==> config.mk <==
export PLATFORM = sky130hd
export DESIGN_NAME = transient_envelope_ratio
export DESIGN_NICKNAME = d
export VERILOG_FILES = /design/src/design/ter_pkg.sv /design/src/design/ter_divider.sv /design/src/design/transient_envelope_ratio.sv
export SDC_FILE = /design/constraint.sdc
export NUM_CORES = 2
export LEC_CHECK = 0
export ABC_AREA = 1
export BUFFER_PORTS_ARGS = -buffer_cell sky130_fd_sc_hd__clkbuf_2
export CORE_MARGIN = 1.5
export CORE_UTILIZATION = 30
export DETAILED_ROUTE_END_ITERATION = 12
export GPL_TIMING_DRIVEN = 0
export PLACE_DENSITY = 0.49
export SYNTH_ARGS = -nofsm -noshare
export SYNTH_HDL_FRONTEND = slang
export SYNTH_SLANG_ARGS = --single-unit
==> constraint.sdc <==
create_clock -name clock -period 16.78 [get_ports clock]
set_input_delay 1.678 -clock clock [delete_from_list [all_inputs] [get_ports clock]]
set_output_delay 1.678 -clock clock [all_outputs]
set_load 0.005 [all_outputs]
==> src/design/ter_pkg.sv <==
`default_nettype none

package ter_pkg;

   // Envelope and coefficient formats
   localparam int ENV_W    = 24;             // unsigned Q1.23
   localparam int COEF_W   = 16;             // Q0.16 pole
   localparam int MUL_A_W  = COEF_W + 1;     // pole or its complement (up to 1.0)
   localparam int ACC_W    = MUL_A_W + ENV_W; // product / accumulator width
   localparam int DEN_W    = ENV_W + 1;      // sustain + 1 LSB
   localparam int RATIO_W  = 17;             // unsigned Q1.16
   localparam int QUO_BITS = 16;             // quotient bits below saturation
   localparam int CNT_W    = 4;              // iteration counter for QUO_BITS

   localparam logic [MUL_A_W-1:0] COEF_ONE      = 17'd65536;
   localparam logic [MUL_A_W-1:0] SUSTAIN_POLE  = 17'd65470;  // 0.999
   localparam logic [MUL_A_W-1:0] SUSTAIN_GAIN  = 17'd66;     // 1 - 0.999
   localparam logic [ACC_W-1:0]   ROUND_HALF    = 41'd32768;
   localparam logic [RATIO_W-1:0] RATIO_ONE     = 17'd65536;

   // Register file
   localparam int CSR_INDEX_W = 2;
   localparam int CSR_DATA_W  = 16;
   localparam int CHAN_W      = 2;

   localparam logic [CSR_INDEX_W-1:0] CSR_CHANNEL_COUNT = 2'd0;
   localparam logic [CSR_INDEX_W-1:0] CSR_ATTACK_COEFF  = 2'd1;
   localparam logic [CSR_INDEX_W-1:0] CSR_RELEASE_COEFF = 2'd2;

   localparam logic [CHAN_W-1:0] CHANNEL_COUNT_RESET = 2'd2;
   localparam logic [COEF_W-1:0] ATTACK_RESET        = 16'd65082;
   localparam logic [COEF_W-1:0] RELEASE_RESET       = 16'd65509;

   // Sequencer to divider
   typedef struct packed {
      logic             start;
      logic [ENV_W-1:0] dividend;
      logic [DEN_W-1:0] divisor;
   } div_ctl_type;

   typedef struct packed {
      logic               done;
      logic [RATIO_W-1:0] quotient;
   } div_status_type;

endpackage

`default_nettype wire

==> src/design/ter_divider.sv <==
`default_nettype none

// Restoring divider: (dividend << 16) / divisor, saturated to 1.0 in Q1.16.
module ter_divider (
   input  wire                      clock,
   input  wire                      reset,
   input  wire ter_pkg::div_ctl_type ctl,
   output ter_pkg::div_status_type  status
);
   import ter_pkg::*;

   logic               busy_ff, busy_in;
   logic               done_ff, done_in;
   logic [CNT_W-1:0]   count_ff, count_in;
   logic [DEN_W-1:0]   rem_ff, rem_in;
   logic [DEN_W-1:0]   den_ff, den_in;
   logic [RATIO_W-1:0] quo_ff, quo_in;

   logic [DEN_W:0]     shifted;
   logic               qbit;

   always_comb begin
      busy_in  = busy_ff;
      done_in  = 1'b0;
      count_in = count_ff;
      rem_in   = rem_ff;
      den_in   = den_ff;
      quo_in   = quo_ff;
      shifted  = {rem_ff, 1'b0};
      qbit     = (shifted >= {1'b0, den_ff});

      if (ctl.start) begin
         den_in = ctl.divisor;
         if ({1'b0, ctl.dividend} >= ctl.divisor) begin
            // quotient would reach 1.0 or more
            quo_in  = RATIO_ONE;
            done_in = 1'b1;
         end else begin
            rem_in   = {1'b0, ctl.dividend};
            quo_in   = '0;
            count_in = CNT_W'(QUO_BITS - 1);
            busy_in  = 1'b1;
         end
      end else if (busy_ff) begin
         if (qbit) begin
            rem_in = DEN_W'(shifted - {1'b0, den_ff});
         end else begin
            rem_in = shifted[DEN_W-1:0];
         end
         quo_in   = {quo_ff[RATIO_W-2:0], qbit};
         count_in = count_ff - 1'b1;
         if (count_ff == '0) begin
            busy_in = 1'b0;
            done_in = 1'b1;
         end
      end
   end

   always_ff @(posedge clock) begin
      if (reset) begin
         busy_ff <= 1'b0;
         done_ff <= 1'b0;
      end else begin
         busy_ff <= busy_in;
         done_ff <= done_in;
      end
      count_ff <= count_in;
      rem_ff   <= rem_in;
      den_ff   <= den_in;
      quo_ff   <= quo_in;
   end

   assign status.done     = done_ff;
   assign status.quotient = quo_ff;

endmodule

`default_nettype wire

==> src/design/transient_envelope_ratio.sv <==
`default_nettype none

// Attack/release envelope follower that rates how transient an audio block is.
// Each req word is one frame: one or two signed samples (SAMPLE_BITS wide,
// full scale 1.0). The frame level is the mean channel magnitude in Q1.23.
// A peak envelope tracks it with the attack pole when the level is above the
// envelope and the release pole otherwise; a sustain envelope tracks it with
// a fixed 0.999 pole. Updates are env' = c*env + (1-c)*x, rounded half up.
// On a frame with req_last set, the block emits one rsp word:
// peak / (sustain + 1 LSB) in Q1.16, saturated at 1.0, then zeroes both
// envelopes. Other frames give no rsp word.
// Datapath: one shared 17x24 multiplier does the four products of a frame,
// one per cycle, behind a product register, so a frame holds req_stall high
// through its multiply steps. A last frame then keeps it high while the
// bit-serial divider finds 16 quotient bits, or gives 1.0 without iterating
// when the ratio saturates. The rsp word sits in an output register; the next
// frame is taken while it waits for the consumer, and a later last frame holds
// in S_OUT until it is taken. Configuration (channel_count, attack_coeff,
// release_coeff) must be written by the user only while the block is idle;
// the block does not enforce it. channel_count 0 acts as 1 and 3 acts as 2.
module transient_envelope_ratio #(
   parameter int SAMPLE_BITS  = 16,
   parameter int MAX_CHANNELS = 2
) (
   input  wire                               clock,
   input  wire                               reset,
   // frame input
   input  wire                               req_valid,
   output logic                              req_stall,
   input  wire  [SAMPLE_BITS-1:0]            req_left_sample,
   input  wire  [SAMPLE_BITS-1:0]            req_right_sample,
   input  wire                               req_last,
   // ratio output
   output logic                              rsp_valid,
   input  wire                               rsp_stall,
   output logic [ter_pkg::RATIO_W-1:0]       rsp_intensity,
   // register writes
   input  wire                               csr_write_enable,
   input  wire  [ter_pkg::CSR_INDEX_W-1:0]   csr_index,
   input  wire  [ter_pkg::CSR_DATA_W-1:0]    csr_data
);
   import ter_pkg::*;

   // sequencer
   localparam logic [2:0] S_IDLE    = 3'd0;
   localparam logic [2:0] S_MAC     = 3'd1;
   localparam logic [2:0] S_DIV_GO  = 3'd2;
   localparam logic [2:0] S_DIV_RUN = 3'd3;
   localparam logic [2:0] S_OUT     = 3'd4;

   // multiply-accumulate steps within S_MAC
   localparam logic [2:0] STEP_PEAK_ENV  = 3'd0;  // pole * peak
   localparam logic [2:0] STEP_PEAK_IN   = 3'd1;  // (1-pole) * level
   localparam logic [2:0] STEP_SUST_ENV  = 3'd2;  // 0.999 * sustain, peak done
   localparam logic [2:0] STEP_SUST_IN   = 3'd3;  // 0.001 * level
   localparam logic [2:0] STEP_SUST_DONE = 3'd4;  // sustain done

   localparam int MAG_SHIFT = ENV_W - SAMPLE_BITS;

   logic [2:0]          state_ff, state_in;
   logic [2:0]          step_ff, step_in;
   logic [CHAN_W-1:0]   channel_count_ff, channel_count_in;
   logic [COEF_W-1:0]   attack_ff, attack_in;
   logic [COEF_W-1:0]   release_ff, release_in;
   logic [ENV_W-1:0]    level_ff, level_in;
   logic                last_ff, last_in;
   logic [COEF_W-1:0]   coef_ff, coef_in;
   logic [ENV_W-1:0]    peak_ff, peak_in;
   logic [ENV_W-1:0]    sustain_ff, sustain_in;
   logic [ACC_W-1:0]    prod_ff, prod_in;
   logic [ACC_W-1:0]    acc_ff, acc_in;
   logic                rsp_valid_ff, rsp_valid_in;
   logic [RATIO_W-1:0]  rsp_intensity_ff, rsp_intensity_in;

   logic [SAMPLE_BITS-1:0] left_mag, right_mag;
   logic [ENV_W-1:0]       left_q23, right_q23;
   logic [ENV_W:0]         chan_sum;
   logic                   two_channels;
   logic [ENV_W-1:0]       frame_level;
   logic                   req_accept;
   logic                   out_free;

   logic [MUL_A_W-1:0]  mul_a;
   logic [ENV_W-1:0]    mul_b;
   logic [ACC_W-1:0]    acc_sum;

   div_ctl_type         div_ctl;
   div_status_type      div_status;

   // ---- frame level ----
   always_comb begin
      // two's complement negate; the most negative code reads as exactly 1.0
      left_mag  = req_left_sample[SAMPLE_BITS-1]  ? (~req_left_sample + 1'b1)
                                                  : req_left_sample;
      right_mag = req_right_sample[SAMPLE_BITS-1] ? (~req_right_sample + 1'b1)
                                                  : req_right_sample;
      left_q23  = ENV_W'(left_mag)  << MAG_SHIFT;
      right_q23 = ENV_W'(right_mag) << MAG_SHIFT;
      chan_sum  = {1'b0, left_q23} + {1'b0, right_q23};
      // counts 2 and 3 mean two channels, 0 and 1 mean one
      two_channels = channel_count_ff[1] && (MAX_CHANNELS >= 2);
      frame_level  = two_channels ? chan_sum[ENV_W:1] : left_q23;
   end

   assign req_accept = req_valid && !req_stall;
   assign out_free   = !rsp_valid_ff || !rsp_stall;

   // ---- shared multiplier operands ----
   always_comb begin
      case (step_ff)
         STEP_PEAK_ENV: begin
            mul_a = {1'b0, coef_ff};
            mul_b = peak_ff;
         end
         STEP_PEAK_IN: begin
            mul_a = COEF_ONE - {1'b0, coef_ff};
            mul_b = level_ff;
         end
         STEP_SUST_ENV: begin
            mul_a = SUSTAIN_POLE;
            mul_b = sustain_ff;
         end
         STEP_SUST_IN: begin
            mul_a = SUSTAIN_GAIN;
            mul_b = level_ff;
         end
         default: begin
            mul_a = '0;
            mul_b = '0;
         end
      endcase
   end

   assign prod_in = ACC_W'(mul_a) * ACC_W'(mul_b);
   assign acc_sum = acc_ff + prod_ff;

   // ---- sequencer ----
   always_comb begin
      state_in         = state_ff;
      step_in          = step_ff;
      channel_count_in = channel_count_ff;
      attack_in        = attack_ff;
      release_in       = release_ff;
      level_in         = level_ff;
      last_in          = last_ff;
      coef_in          = coef_ff;
      peak_in          = peak_ff;
      sustain_in       = sustain_ff;
      acc_in           = acc_ff;
      rsp_valid_in     = rsp_valid_ff && rsp_stall;
      rsp_intensity_in = rsp_intensity_ff;
      div_ctl.start    = 1'b0;
      div_ctl.dividend = peak_ff;
      div_ctl.divisor  = {1'b0, sustain_ff} + 1'b1;

      if (csr_write_enable) begin
         case (csr_index)
            CSR_CHANNEL_COUNT: channel_count_in = csr_data[CHAN_W-1:0];
            CSR_ATTACK_COEFF:  attack_in        = csr_data[COEF_W-1:0];
            CSR_RELEASE_COEFF: release_in       = csr_data[COEF_W-1:0];
            default: ;
         endcase
      end

      case (state_ff)
         S_IDLE: begin
            if (req_accept) begin
               level_in = frame_level;
               last_in  = req_last;
               // equal level takes the release pole
               coef_in  = (frame_level > peak_ff) ? attack_ff : release_ff;
               step_in  = STEP_PEAK_ENV;
               state_in = S_MAC;
            end
         end
         S_MAC: begin
            // product register runs one step behind the operand select
            step_in = step_ff + 1'b1;
            if (step_ff inside {STEP_PEAK_ENV, STEP_SUST_ENV}) begin
               acc_in = ROUND_HALF;
            end else begin
               acc_in = acc_sum;
            end
            if (step_ff == STEP_SUST_ENV) begin
               peak_in = acc_sum[COEF_W +: ENV_W];
            end
            if (step_ff == STEP_SUST_DONE) begin
               sustain_in = acc_sum[COEF_W +: ENV_W];
               state_in   = last_ff ? S_DIV_GO : S_IDLE;
            end
         end
         S_DIV_GO: begin
            div_ctl.start = 1'b1;
            state_in      = S_DIV_RUN;
         end
         S_DIV_RUN: begin
            if (div_status.done) begin
               state_in = S_OUT;
            end
         end
         S_OUT: begin
            if (out_free) begin
               rsp_valid_in     = 1'b1;
               rsp_intensity_in = div_status.quotient;
               peak_in          = '0;
               sustain_in       = '0;
               state_in         = S_IDLE;
            end
         end
         default: begin
            state_in = S_IDLE;
         end
      endcase
   end

   always_ff @(posedge clock) begin
      if (reset) begin
         state_ff         <= S_IDLE;
         step_ff          <= STEP_PEAK_ENV;
         channel_count_ff <= CHANNEL_COUNT_RESET;
         attack_ff        <= ATTACK_RESET;
         release_ff       <= RELEASE_RESET;
         peak_ff          <= '0;
         sustain_ff       <= '0;
         rsp_valid_ff     <= 1'b0;
      end else begin
         state_ff         <= state_in;
         step_ff          <= step_in;
         channel_count_ff <= channel_count_in;
         attack_ff        <= attack_in;
         release_ff       <= release_in;
         peak_ff          <= peak_in;
         sustain_ff       <= sustain_in;
         rsp_valid_ff     <= rsp_valid_in;
      end
      level_ff         <= level_in;
      last_ff          <= last_in;
      coef_ff          <= coef_in;
      prod_ff          <= prod_in;
      acc_ff           <= acc_in;
      rsp_intensity_ff <= rsp_intensity_in;
   end

   ter_divider u_divider (
      .clock  (clock),
      .reset  (reset),
      .ctl    (div_ctl),
      .status (div_status)
   );

   assign req_stall     = (state_ff != S_IDLE);
   assign rsp_valid     = rsp_valid_ff;
   assign rsp_intensity = rsp_intensity_ff;

endmodule

`default_nettype wire

==> results.cfg <==
[run_status]
status = finished, final reports clean

[worst_hold_path]
hold_path.class = flip-flop to flip-flop
whs_endpoint = rsp_intensity[16]$_DFFE_PP_
hold_path_depth = 0
min_from = u_divider.quo_ff[16]$_DFFE_PP_

[timing]
skew_ns = 0.0315
max_freq_mhz = 117
tightestPinTransition_ns = 1.16
hold_viol = 0
slew_viol_final = 0
rsz0062_at_grt = false
setup_viol = 0
fin_ws_ns = 8.23
finalCritPeriodShare = 0.509
setup-tns-final_ns = 0
relSlewSlack = 0.225
min_period_ns = 8.55

[synthesis]
syn_area_per_cell_um2 = 7.60
syn_area_um2 = 32300
ys_seq_elements = 292
seq_area_frac_synth = 0.231
ys_warn_count = 0
netlist_instances = 4254
ys_types = 59
syn_nets = 4883

[setup_path]
cp_common_cell = inv_1
critPathArrivalTime_ns = 8.97
slowest_delay_ns = 0.81
crit_type = flip-flop to flip-flop
r2r-end = prod_ff[39]$_DFF_P_
crit_path_end_kind = flip-flop
required_ns = 17.20
r2r_cells = 32
worstReg2RegStart = step_ff[0]$_SDFFE_PP0P_
cp-start-kind = flip-flop
r2r_slack_ns = 8.23
crit_fanout = 10
cp_slowest_cell = o22ai_1

[power_and_ir_drop]
p_per_area_nw_per_um2 = 195
p_leak_nw = 17.7
vdd_drop_max_mv = 0.128

[floorplanning]
num_rows = 120
start_util = 0.302
core_area_um2 = 107000
io_pins = 75
die_h_um = 331
die_w_um = 331
dieArea_um2 = 110000

[flow_run]
maxCapViolCount = 0

[route]
drc = 0
wire_per_inst_um = 18.4
viasPerCell = 4.77
first_pass_iters = 6
drt_first_iter_violations = 1972
drt-total-wl_um = 107000
vias = 27700
ant_nets = 0

[clocking]
cts-htree-levels = 2
cts_tree = done
insertion_delay_ns = 0.56
cts_setup_buffers = 0
ctsResizeCount = 0
clock_path_buffers = 3
cts_root_buf = clkbuf_16
numCtsBuffers = 36
clkTransAtPathRegs_ns = 0.06
holdBufCountCts = 0
cts.sinks = 292

[placed_design]
place_ws_ns = 8.36
dpl_cell_area_um2 = 34600
port_buffers = 72
gp_congestion = 0.943
detailed_place_hpwl_um = 89600

[global_routing]
grt_max_degree = 35
grt_util_met3 = 0.0203
antenna_found_initial = 1
grt_pass1_wl_um = 163000
grt_util_met2 = 0.314
grt_usage = 0.192
grt_pass1_vias = 27600
top_usage_layer = met2
globalRoute.totalOverflow = 0
grtUsageMet1 = 0.269

[final_layout]
final_util = 0.335
antenna_cells = 0
fin_area_um2 = 35800
syn_to_final_growth_pct = 10.7
final_common_cell = nand2_1
finalNetCount = 4999
drive_above_1_share = 0.0782
layout_common_cells = nand2_1, inv_1, nor2_1
## area by class of cell
| class | count | area [um2] |
|---|---|---|
| clock inverter | 11 | 93.8 |
| timing repair buffer | 78 | 505 |
| sequential | 292 | 7470 |
| clock buffer | 55 | 1080 |
| tap | 1403 | 1760 |
| multi-input combinational | 2983 | 21100 |
| fill | 11600 | 71100 |
| buffer | 113 | 581 |
| inverter | 866 | 3250 |
## synth_stat cells, drive strengths merged
cell type / count / area (um2)
a31oi: 13 / 87.6
dfxtp: 130 / 2600
a21o: 9 / 67.6
o21bai: 16 / 120
o221a: 2 / 22.5
buf: 74 / 433
or2: 9 / 56.3
nand3b: 14 / 105
and2: 2 / 12.5
a21boi: 5 / 37.5
edfxtp: 162 / 4860
a211oi: 5 / 37.5
o211ai: 9 / 67.6
xor2: 70 / 636
ha: 242 / 3030
a21oi: 235 / 1230
and3: 2 / 12.5
a22o: 1 / 8.76
clkinv: 1 / 3.75
fa: 331 / 6630
nand4: 65 / 413
nor3b: 1 / 7.51
nand2: 1007 / 3830
clkbuf: 39 / 146
nor2: 434 / 1730
o22ai: 21 / 156
or4: 1 / 7.51
o32ai: 1 / 16.3
nand3: 192 / 1010
nor3: 45 / 263
o221ai: 2 / 17.5
xnor2: 39 / 342
o31ai: 2 / 15.0
o21a: 6 / 45.0
inv: 865 / 3250
nor4: 6 / 43.8
o21ai: 196 / 985
## cells by family (layout without fill, tap and decap cells)
| kind of cell | count (synthesis) | in the layout | synth area share |
|---|---|---|---|
| XOR/XNOR | 109 | 109 | 0.0302 |
| buffers and inverters | 979 | 1123 | 0.118 |
| adder cells (fa/ha/maj) | 573 | 573 | 0.299 |
| AND/OR/NAND/NOR | 1778 | 1778 | 0.232 |
| AO/OA/AOI/OAI | 523 | 523 | 0.0901 |
| flip-flops | 292 | 292 | 0.231 |
## flip-flops by register name (all words and copies together) (netlist names), 3 cells and up
| name | cells |
|---|---|
| acc_ff | 40 |
| prod_ff | 40 |
| u_divider.den_ff | 25 |
| u_divider.rem_ff | 25 |
| peak_ff | 24 |
| sustain_ff | 24 |
| level_ff | 17 |
| rsp_intensity | 17 |
| u_divider.quo_ff | 17 |
| attack_ff | 16 |
| coef_ff | 16 |
| release_ff | 16 |
| u_divider.count_ff | 4 |
| state_ff | 3 |
| step_ff | 3 |
## worst max-delay path: cells and delay by family, from the launching register on
| kind | cells | cell delay [ns] |
|---|---|---|
| flops | 1 | 0.32 |
| simple gates | 11 | 1.76 |
| fa+ha+maj | 8 | 3.79 |
| buf+inv | 12 | 1.69 |
| compound gates | 1 | 0.81 |
## routing by layer
layer  wire length (um)  part of all wire
met1              50400              0.47
met2              48500              0.46
met3               4690             0.044
met4               2930             0.028
met5                 12           0.00011
## where the power goes
group          internal (W)  switching, W
Sequential          0.00107      0.000108
Clock              0.000450      0.000319
Combinational       0.00164       0.00339
Total               0.00315       0.00381
## per-stage QoR
step	hold slack (ns)	total power, W	instances
2_1_floorplan	0.400	0.00453	4254
3_3_place_gp	0.411	0.00615	5729
3_5_place_dp	0.411	0.00619	5735
4_1_cts	0.430	0.00699	5801
5_1_grt	0.437	0.00762	5801
6_report	0.430	0.00697	5801
## worst max-delay path by stage
stage                                 start             endpoint  cells after the start
global placement    step_ff[0]$_SDFFE_PP0P_  prod_ff[39]$_DFF_P_                     32
global route        step_ff[0]$_SDFFE_PP0P_  prod_ff[27]$_DFF_P_                     29
floorplan              coef_ff[1]$_DFFE_PP_  prod_ff[38]$_DFF_P_                     34
CTS                 step_ff[0]$_SDFFE_PP0P_  prod_ff[39]$_DFF_P_                     32
detailed placement  step_ff[0]$_SDFFE_PP0P_  prod_ff[39]$_DFF_P_                     32
finish              step_ff[0]$_SDFFE_PP0P_  prod_ff[39]$_DFF_P_                     32
No activity file was read; power rests on OpenSTA's default activity.
